--- config.mk ---
export PLATFORM = sky130hd
export DESIGN_NAME = fsl_ctrl
export DESIGN_NICKNAME = d
export VERILOG_FILES = /design/src/sv/fsl_pkg.sv /design/src/sv/fsl_ctrl.sv
export SDC_FILE = /design/constraint.sdc
export NUM_CORES = 1
export LEC_CHECK = 0
export BUFFER_PORTS_ARGS = -buffer_cell sky130_fd_sc_hd__buf_2
export CAP_MARGIN = 25
export CORE_UTILIZATION = 37
export CTS_BUF_LIST = sky130_fd_sc_hd__clkbuf_16
export DETAILED_ROUTE_END_ITERATION = 7
export PLACE_DENSITY = 0.74
export SYNTH_ARGS = -nofsm -noshare
export SYNTH_HDL_FRONTEND = slang
export SYNTH_SLANG_ARGS = --single-unit
--- constraint.sdc ---
create_clock -name clk_i -period 1.6 [get_ports clk_i]
set_input_delay 0.08 -clock clk_i [delete_from_list [all_inputs] [get_ports clk_i]]
set_output_delay 0.08 -clock clk_i [all_outputs]
set_load 0.1 [all_outputs]
--- src/sv/fsl_pkg.sv ---
package fsl_pkg;

  localparam int KindWidth   = 2;
  localparam int HopsWidth   = 8;
  localparam int SlotsWidth  = 10;
  localparam int ValueWidth  = 32;
  localparam int StatusWidth = 2;
  localparam int HeaderWords = 2;

  localparam logic [KindWidth-1:0] KIND_CALL  = 2'd0;
  localparam logic [KindWidth-1:0] KIND_RET   = 2'd1;
  localparam logic [KindWidth-1:0] KIND_STORE = 2'd2;
  localparam logic [KindWidth-1:0] KIND_LOAD  = 2'd3;

  localparam logic [StatusWidth-1:0] ST_OK       = 2'd0;
  localparam logic [StatusWidth-1:0] ST_OVERFLOW = 2'd1;
  localparam logic [StatusWidth-1:0] ST_BASE     = 2'd2;
  localparam logic [StatusWidth-1:0] ST_RANGE    = 2'd3;

  typedef struct packed {
    logic                   load_item;
    logic                   clr_wr;
    logic                   hop_rd;
    logic                   hop_take;
    logic                   zero_wr;
    logic                   dyn_wr;
    logic                   stat_wr;
    logic                   ret_rd;
    logic                   ret_take;
    logic                   acc_wr;
    logic                   acc_rd;
    logic                   ld_take;
    logic                   set_st;
    logic [StatusWidth-1:0] status;
    logic                   finish;
  } fsl_cmd_t;

  typedef struct packed {
    logic [KindWidth-1:0] kind;
    logic                 clr_last;
    logic                 hops_zero;
    logic                 a_valid;
    logic                 overflow;
    logic                 top_zero;
    logic                 ret_range;
    logic                 acc_bad;
    logic                 zero_done;
    logic                 out_free;
  } fsl_stat_t;

endpackage

--- src/sv/fsl_ctrl.sv ---
module fsl_ctrl import fsl_pkg::*; (
  input  logic      clk_i,
  input  logic      rst_ni,
  input  logic      in_valid_i,
  output logic      in_ready_o,
  input  fsl_stat_t stat_i,
  output fsl_cmd_t  cmd_o
);

  localparam logic [3:0] S_CLEAR     = 4'd0;
  localparam logic [3:0] S_IDLE      = 4'd1;
  localparam logic [3:0] S_DECODE    = 4'd2;
  localparam logic [3:0] S_HOP       = 4'd3;
  localparam logic [3:0] S_HOP_WAIT  = 4'd4;
  localparam logic [3:0] S_ZERO      = 4'd5;
  localparam logic [3:0] S_DYN       = 4'd6;
  localparam logic [3:0] S_STAT      = 4'd7;
  localparam logic [3:0] S_ACCESS    = 4'd8;
  localparam logic [3:0] S_LOAD_WAIT = 4'd9;
  localparam logic [3:0] S_RET_WAIT  = 4'd10;
  localparam logic [3:0] S_DONE      = 4'd11;

  logic [3:0] state_q;
  logic [3:0] state_d;

  always_comb begin
    cmd_o      = '0;
    state_d    = state_q;
    in_ready_o = 1'b0;
    unique case (state_q)
      S_CLEAR: begin
        cmd_o.clr_wr = 1'b1;
        if (stat_i.clr_last) begin
          state_d = S_IDLE;
        end
      end
      S_IDLE: begin
        in_ready_o = 1'b1;
        if (in_valid_i) begin
          cmd_o.load_item = 1'b1;
          state_d         = S_DECODE;
        end
      end
      S_DECODE: begin
        if (stat_i.kind == KIND_CALL) begin
          if (stat_i.overflow) begin
            cmd_o.set_st = 1'b1;
            cmd_o.status = ST_OVERFLOW;
            state_d      = S_DONE;
          end else begin
            state_d = S_HOP;
          end
        end else if (stat_i.kind == KIND_RET) begin
          if (stat_i.top_zero) begin
            cmd_o.set_st = 1'b1;
            cmd_o.status = ST_BASE;
            state_d      = S_DONE;
          end else if (stat_i.ret_range) begin
            cmd_o.set_st = 1'b1;
            cmd_o.status = ST_RANGE;
            state_d      = S_DONE;
          end else begin
            cmd_o.ret_rd = 1'b1;
            state_d      = S_RET_WAIT;
          end
        end else begin
          state_d = S_HOP;
        end
      end
      S_HOP: begin
        if (stat_i.hops_zero) begin
          state_d = (stat_i.kind == KIND_CALL) ? S_ZERO : S_ACCESS;
        end else if (!stat_i.a_valid) begin
          cmd_o.set_st = 1'b1;
          cmd_o.status = ST_RANGE;
          state_d      = S_DONE;
        end else begin
          cmd_o.hop_rd = 1'b1;
          state_d      = S_HOP_WAIT;
        end
      end
      S_HOP_WAIT: begin
        cmd_o.hop_take = 1'b1;
        state_d        = S_HOP;
      end
      S_ZERO: begin
        if (stat_i.zero_done) begin
          state_d = S_DYN;
        end else begin
          cmd_o.zero_wr = 1'b1;
        end
      end
      S_DYN: begin
        cmd_o.dyn_wr = 1'b1;
        state_d      = S_STAT;
      end
      S_STAT: begin
        cmd_o.stat_wr = 1'b1;
        state_d       = S_DONE;
      end
      S_ACCESS: begin
        if (stat_i.acc_bad) begin
          cmd_o.set_st = 1'b1;
          cmd_o.status = ST_RANGE;
          state_d      = S_DONE;
        end else if (stat_i.kind == KIND_STORE) begin
          cmd_o.acc_wr = 1'b1;
          state_d      = S_DONE;
        end else begin
          cmd_o.acc_rd = 1'b1;
          state_d      = S_LOAD_WAIT;
        end
      end
      S_LOAD_WAIT: begin
        cmd_o.ld_take = 1'b1;
        state_d       = S_DONE;
      end
      S_RET_WAIT: begin
        cmd_o.ret_take = 1'b1;
        state_d        = S_DONE;
      end
      S_DONE: begin
        if (stat_i.out_free) begin
          cmd_o.finish = 1'b1;
          state_d      = S_IDLE;
        end
      end
      default: begin
        state_d = S_IDLE;
      end
    endcase
  end

  always_ff @(posedge clk_i or negedge rst_ni) begin
    if (!rst_ni) begin
      state_q <= S_CLEAR;
    end else begin
      state_q <= state_d;
    end
  end

  a_take_after_read: assert property (@(posedge clk_i) disable iff (!rst_ni)
    cmd_o.hop_take |-> $past(cmd_o.hop_rd))
    else $error("Link taken without a preceding memory read.");

  a_load_after_read: assert property (@(posedge clk_i) disable iff (!rst_ni)
    cmd_o.ld_take |-> $past(cmd_o.acc_rd))
    else $error("Load data taken without a preceding memory read.");

endmodule

==> flow_summary.ini, run 1 <==
[die]
die_w_um = 39.64
start_util_pct = 39.79
io-pin-count = 31
die_h_um = 39.64
rows = 13

[clock_tree]
post_cts_buffers = 3
cts_resized = 8
cts-htree-levels = 1
cts_inserted_buffers = 3
clockBufferDepth = 2
cts_hold_buf = 1
cts.sinks = 4
cts_root_buffer = clkbuf_16

[run_status]
status = stopped before the end
error = [ERROR DPL-0033] detailed placement checks failed during check placement.
stop_stage = clock tree synthesis (4_1_cts)

[synthesis]
syn_area_um2 = 524.3
synth_top_family_by_area = simple AND/OR/NAND/NOR gates
synth-compound-area-share_pct = 31.50
synth_nets = 90
avgSynthCellArea_um2 = 6.898
synth_xor_area_share_pct = 0
synth_seq_area_share_pct = 19.09
synth_adder_area_share_pct = 0
synthMuxAreaShare_pct = 1.909
netlist-cell-type-count = 33
synth_cells = 76
yosys.area_share.simple_pct = 36.28
ys_warn_count = 0
ys_ff_latch = 4

[placement]
dp_cells = 127
place.gp.congestion = 0.9070
io_buffers = 30
placed_area_mm2 = 0.001175
dp_hpwl_um = 1579
-- cells in the mapped netlist (all sizes together) --
cell type  count  area share, %
a211oi         2            2.9
a21o           1            1.4
a21oi          5            4.8
a221o          1            1.9
a221oi         2            3.3
and2           1            1.2
and2b          1            1.4
buf            4            6.2
clkbuf         1           0.72
dfrtp          4             19
inv            6            4.3
mux2i          1            1.9
nand2          8            5.7
nand2b         3            3.6
nor2          10            7.2
nor2b          1            1.2
nor3           3            2.9
nor3b          1            1.4
nor4           2            2.4
nor4b          1            1.7
o21ai          5            4.8
o21bai         2            2.9
o22ai          2            2.4
o311a          1            1.9
o311ai         1            1.7
o32a           1            1.9
o32ai          1            1.7
or2            1            1.2
or2b           1            1.4
or3            2            3.3
or3b           1            1.7
-- per-stage QoR --
step / worst slack [ps] / hold slack [ps]
after detailed placement: 21.36 / -110.5
after global placement: 41.24 / -115.8
after floorplan: -288.9 / -215.6
-- cells by family after synthesis --
kind of cell	count (synthesis)
compound gates	24
buf+inv	11
flops	4
mux	1
simple gates	36
==> run 2, diff against run 1 <==
CORE_AREA = 2 2 63 65   (was not set)
CORE_UTILIZATION = not set   (was 37)
CTS_BUF_LIST = not set   (was sky130_fd_sc_hd__clkbuf_16)
DIE_AREA = 0 0 65 67   (was not set)
PLACE_DENSITY = not set   (was 0.74)
PLACE_DENSITY_LB_ADDON = 0.15   (was not set)
clock period = 2.1 ns   (was 1.6 ns; I/O delays follow)
==> run 2 against run 1 <==
The run now ends clean. Synthesized cell count stayed put. Synthesized area unchanged.
==> flow_summary.ini, run 2 <==
[route]
drc_errors = 0
wl_per_cell_um = 12.21
postRouteAntennaNets = 0
route.met3.wl_um = 110
wl_um = 2003
firstDrtPassIters = 4
routedLengthMet1_um = 893
wl_met2_um = 981
drt-initial-drc-count = 13
vias_per_cell = 4.341
via_count = 712
dr.max_layer_used = met4

[critical_path]
critical_path_class = flop to output port
critPathArrivalTime_ps = 1930
cp.buffers_inverters = 1
crit_path_end_kind = output port
r2r_cells = 7
path_max_fanout = 5
critPathMaxStageDelay_ps = 430
critPathLaunchType = flop
regToRegStartpoint = state_q[3]$_DFFE_PN0P_
crit_family = simple AND/OR/NAND/NOR gates
path_cells = or2_1 > or3_4 > o21bai_4 > nand2b_1 > nand2_2 > buf_12
cp_slowest_cell = or3_4
r2r_setup_slack_ps = 500
cp.required_ps = 2000
reg2reg_to = state_q[0]$_DFFE_PN0P_

[cells_and_area]
final_common_cell = buf_2
largest_register_ffs = 4
final_layout_size_suffix_gt1_share_pct = 52.59
syn2layout_area_growth_pct = 90.69
top_regs = state_q x4
nNetsFinal = 132
diodes = 0
final_cell_mix = buf_2 (26), buf_4 (11), nand2_1 (7)
regMostFlops = state_q
fillers = 406

[synthesis]
synth_nets = 90
yosysMostFrequentCell = nor2_1
synth_top_area_share_pct = 19.09
ys_async_sr_fraction_pct = 100.0
ys_ff_latch = 4
avgSynthCellArea_um2 = 6.898
synthTopCellsByArea = dfrtp_1 (19%), nor2_1 (7.2%), nand2_1 (5.7%)
synth_common_cells = nor2_1 (10), nand2_1 (8), inv_1 (6), a21oi_1 (5), o21ai_0 (5)
post-synth-top-area-cell = dfrtp_1
synthFlopType = dfrtp_1
synth_seq_area_share_pct = 19.09
ys_warn_count = 0
netlist-cell-type-count = 33
synth_cells = 76
syn_area_um2 = 524.3
synth_edf_count = 0

[sta]
min_period_over_period_pct = 96.96
rsz0062_at_grt = false
fin_crit_ps = 2036
fin_skew_ps = 2.963
max_slew_margin_pct = 67.19
max_freq_mhz = 491.1
setup_slack_ps = 63.93
finalMaxSlewViolations = 0
fin_setup_tns_ps = 0
final_hold_viol_count = 0
tightest_slew_ps = 495.6
finalSetupViolCount = 0

[placement]
io_buffers = 30
dp_hpwl_um = 1579
dp_slack_ps = 267.1
place.gp.congestion = 0.7662

[global_route]
grt_usage_pct = 9.152
overflow = 0
grt_pass1_wl_um = 3063
grt_max_degree = 11
grt_pass1_vias = 645
antenna_found_initial = 0

[run_status]
status = finished clean

[die]
io-pin-count = 31
rows = 22
start_util_pct = 14.54
die_area_mm2 = 0.004355
die_h_um = 67
die_w_um = 65
core_area_mm2 = 0.003606

[power]
p_switching_mw = 1.032
p_int_mw = 0.6491
combPwrFrac_pct = 80.5
sw_frac_of_total_pct = 61.39
p_leak_nw = 0.4490
power_per_cell_area_mw_per_mm2 = 1682
power_frac_seq_pct = 9.4
p_clk_share_pct = 10.2
peakVddDrop_mv = 0.6503

[min_path]
min_path_type = input pin to flop
hold-path-cell-count = 2
min-delay-start = stat_i[0]
min_to = state_q[1]$_DFFE_PN0P_

[clock_tree]
cts-htree-levels = 1
clockBufferDepth = 2
cts_tree = yes
cts.sinks = 4
cts_inserted_buffers = 3
cts_root_buffer = clkbuf_8
clk_pin_slew_ps = 30
insertion_delay_ps = 230

[run]
max-cap-violations = 0
## run 2: cell counts after synthesis
No cell type changed its count.
## run 2: layer usage
layer  global-route usage, %  vias up
li1                        -      354
met1                   11.90      330
met2                   14.95       25
met3                   1.858        3
met4                   3.191        0
met5                       0        -
## run 2: worst max-delay path by stage
stage	startpoint	end	slack, ps	cells after the start
global placement	state_q[3]$_DFFE_PN0P_	cmd_o[3]	280	6
finish	state_q[3]$_DFFE_PN0P_	cmd_o[3]	60	6
CTS	state_q[3]$_DFFE_PN0P_	cmd_o[3]	30	6
global route	state_q[3]$_DFFE_PN0P_	cmd_o[3]	0.5	6
detailed placement	state_q[3]$_DFFE_PN0P_	cmd_o[3]	270	6
floorplan	state_q[1]$_DFFE_PN0P_	cmd_o[6]	-590	4
## run 2: power groups by stage
stage	sequential, mW	combinational [mW]	clock, mW
CTS	0.167	1.27	0.172
global placement	0.168	1.28	0
detailed placement	0.168	1.26	0
global route	0.164	1.43	0.178
floorplan	0.129	1.04	0
finish	0.157	1.35	0.171
## run 2: kinds of logic after synthesis
| group | after synthesis | share of synthesized area (%) |
|---|---|---|
| multiplexers | 1 | 1.909 |
| flip-flops | 4 | 19.09 |
| AND/OR/NAND/NOR | 36 | 36.28 |
| AO/OA/AOI/OAI | 24 | 31.50 |
| buffers and inverters | 11 | 11.22 |
## run 2: cell type report
type | count | area (um2) | share of cell area [%]
clock buffer | 3 | 41.29 | 4.130
tap | 48 | 60.06 | 6.008
timing repair buffer | 42 | 302.8 | 30.29
sequential | 4 | 102.6 | 10.26
inverter | 6 | 22.52 | 2.253
multi-input combinational | 61 | 470.5 | 47.06
## run 2: through the flow
step / power, mW / hold slack, ps / utilization (%) / instance area [um2] / std cells
5_1_grt: 1.768 / 135.6 / 27.72 / 999.7 / 164
2_1_floorplan: 1.171 / -190.6 / - / 618.1 / 76
3_5_place_dp: 1.430 / -87.22 / 24.46 / 882.1 / 153
6_report: 1.681 / 112.6 / 27.72 / 999.7 / 164
4_1_cts: 1.607 / 112.1 / 25.88 / 933.4 / 157
3_3_place_gp: 1.447 / -88.34 / 24.46 / 882.1 / 153
## run 2: what timing repair did
item,CTS,global route
setup buffers,0,7
endpoints found under the hold margin,4,0
resized for setup,0,3
setup endpoints to repair,0,1
hold buffers,1,0
No activity file was read; power rests on OpenSTA's default activity.
==> run 3, diff against run 2 <==
CTS_CLUSTER_DIAMETER = 50   (was not set)
RECOVER_POWER = 25   (was not set)
==> run 3 against run 2 <==
Final cell count unchanged. Fmax about the same. Non-clock buffer count unchanged. Power down 0.35%. Clock skew about the same. Count of clock-buffer cells in the layout unchanged. Worst setup slack about the same. Global-route usage unchanged. Sequential share of layout area up 0.052 points. Die area unchanged. Utilization down 0.14 points. Via count down 1.4%. Critical path type unchanged.
==> flow_summary.ini, run 3 (synthesis gave the netlist of run 2 again) <==
[min_path]
hold-path-cell-count = 2
min_to = state_q[1]$_DFFE_PN0P_
min-delay-start = stat_i[0]
min_path_type = input pin to flop

[global_route]
antenna_found_initial = 0
grt_max_degree = 11
grt_pass1_wl_um = 3063
grt_pass1_vias = 645
overflow = 0
grt_usage_pct = 9.152

[power]
peakVddDrop_mv = 0.6488
p_leak_nw = 0.4423
power_per_cell_area_mw_per_mm2 = 1684

[sta]
hold_slack_ps = 112.5
finalSetupViolCount = 0
setup_slack_ps = 64.15
tightest_slew_ps = 495.6
final_hold_viol_count = 0
max_slew_margin_pct = 67.19
finalMaxSlewViolations = 0
fin_crit_ps = 2036
fin_setup_tns_ps = 0
rsz0062_at_grt = false
min_period_over_period_pct = 96.95
fin_skew_ps = 2.960
max_freq_mhz = 491.2

[cells_and_area]
instances_no_fill = 164
regMostFlops = state_q
nNetsFinal = 132
top_regs = state_q x4
final_common_cell = buf_2
diodes = 0
syn2layout_area_growth_pct = 89.74
final_cell_mix = buf_2 (25), buf_4 (10), nand2_1 (7)
largest_register_ffs = 4
fillers = 409
final_layout_size_suffix_gt1_share_pct = 50.86
stdcell_area_um2 = 994.7

[clock_tree]
clk_pin_slew_ps = 30
cts-htree-levels = 1
insertion_delay_ps = 230
cts.sinks = 4
cts_root_buffer = clkbuf_8
clockBufferDepth = 2
cts_tree = yes
cts_inserted_buffers = 3

[die]
start_util_pct = 14.54
die_h_um = 67
io-pin-count = 31
die_w_um = 65
core_area_mm2 = 0.003606
rows = 22
die_area_mm2 = 0.004355

[critical_path]
r2r_cells = 7
crit_path_end_kind = output port
cp.buffers_inverters = 1
crit_family = simple AND/OR/NAND/NOR gates
r2r_setup_slack_ps = 500
critPathArrivalTime_ps = 1930
regToRegStartpoint = state_q[3]$_DFFE_PN0P_
path_max_fanout = 5
critPathLaunchType = flop
reg2reg_to = state_q[0]$_DFFE_PN0P_
critPathMaxStageDelay_ps = 430
critical_path_class = flop to output port
cp_slowest_cell = or3_4
path_cells = or2_1 > or3_4 > o21bai_4 > nand2b_1 > nand2_2 > buf_12
cp.required_ps = 2000

[route]
firstDrtPassIters = 4
dr.max_layer_used = met4
vias_per_cell = 4.280
wl_per_cell_um = 12.10
drt-initial-drc-count = 11
postRouteAntennaNets = 0
routedLengthMet1_um = 889
route.met3.wl_um = 110
via_count = 702
wl_met2_um = 966
drc_errors = 0
wl_um = 1984

[placement]
place.gp.congestion = 0.7662
dp_slack_ps = 267.1
dp_hpwl_um = 1579
io_buffers = 30
dp_cells = 153
placed_area_um2 = 882.1

[run_status]
status = finished clean

[run]
max-cap-violations = 0
==> run 3: worst reg2reg max path: stages, from the launching register on <==
cell and delay (ps):
dfrtp_2 420, buf_4 150, buf_4 130, inv_1 130
o311a_1 190, a21oi_1 40, a221oi_1 290, o32a_1 180
==> run 3: layer usage <==
layer	GRT usage [%]	up-vias
li1	-	353
met1	11.90	321
met2	14.95	25
met3	1.858	3
met4	3.191	0
met5	0	-
==> run 3: layout make-up <==
cell class / count / area (um2) / area share, %
Inverter: 6 / 22.52 / 2.264
Clock buffer: 3 / 41.29 / 4.151
Timing Repair Buffer: 42 / 297.8 / 29.94
Tap cell: 48 / 60.06 / 6.038
Sequential cell: 4 / 102.6 / 10.31
Multi-Input combinational cell: 61 / 470.5 / 47.30
==> run 3: where the power goes <==
part | switching, mW | internal [mW] | total [mW]
logic | 0.946 | 0.402 | 1.35
registers | 0.0383 | 0.119 | 0.157
clock network | 0.0483 | 0.123 | 0.171
total | 1.03 | 0.643 | 1.68
==> run 3: worst max-delay path by stage <==
stage | cells past startpoint | from | to
after global placement | 6 | state_q[3]$_DFFE_PN0P_ | cmd_o[3]
after global routing | 6 | state_q[3]$_DFFE_PN0P_ | cmd_o[3]
after floorplan | 4 | state_q[1]$_DFFE_PN0P_ | cmd_o[6]
after detailed placement | 6 | state_q[3]$_DFFE_PN0P_ | cmd_o[3]
after CTS | 6 | state_q[3]$_DFFE_PN0P_ | cmd_o[3]
final | 6 | state_q[3]$_DFFE_PN0P_ | cmd_o[3]
==> run 3: what timing repair did <==
action | 4_1_cts | 5_1_grt
resized for setup | 0 | 3
setup buffers | 0 | 7
endpoints found under the hold margin | 4 | 0
endpoints found under the setup margin | 0 | 1
hold buffers | 1 | 0
==> run 3: metrics by stage <==
step	util, %	power [mW]
floorplan	-	1.171
global placement	24.46	1.447
detailed placement	24.46	1.430
CTS	25.88	1.607
global route	27.58	1.762
finish	27.58	1.676
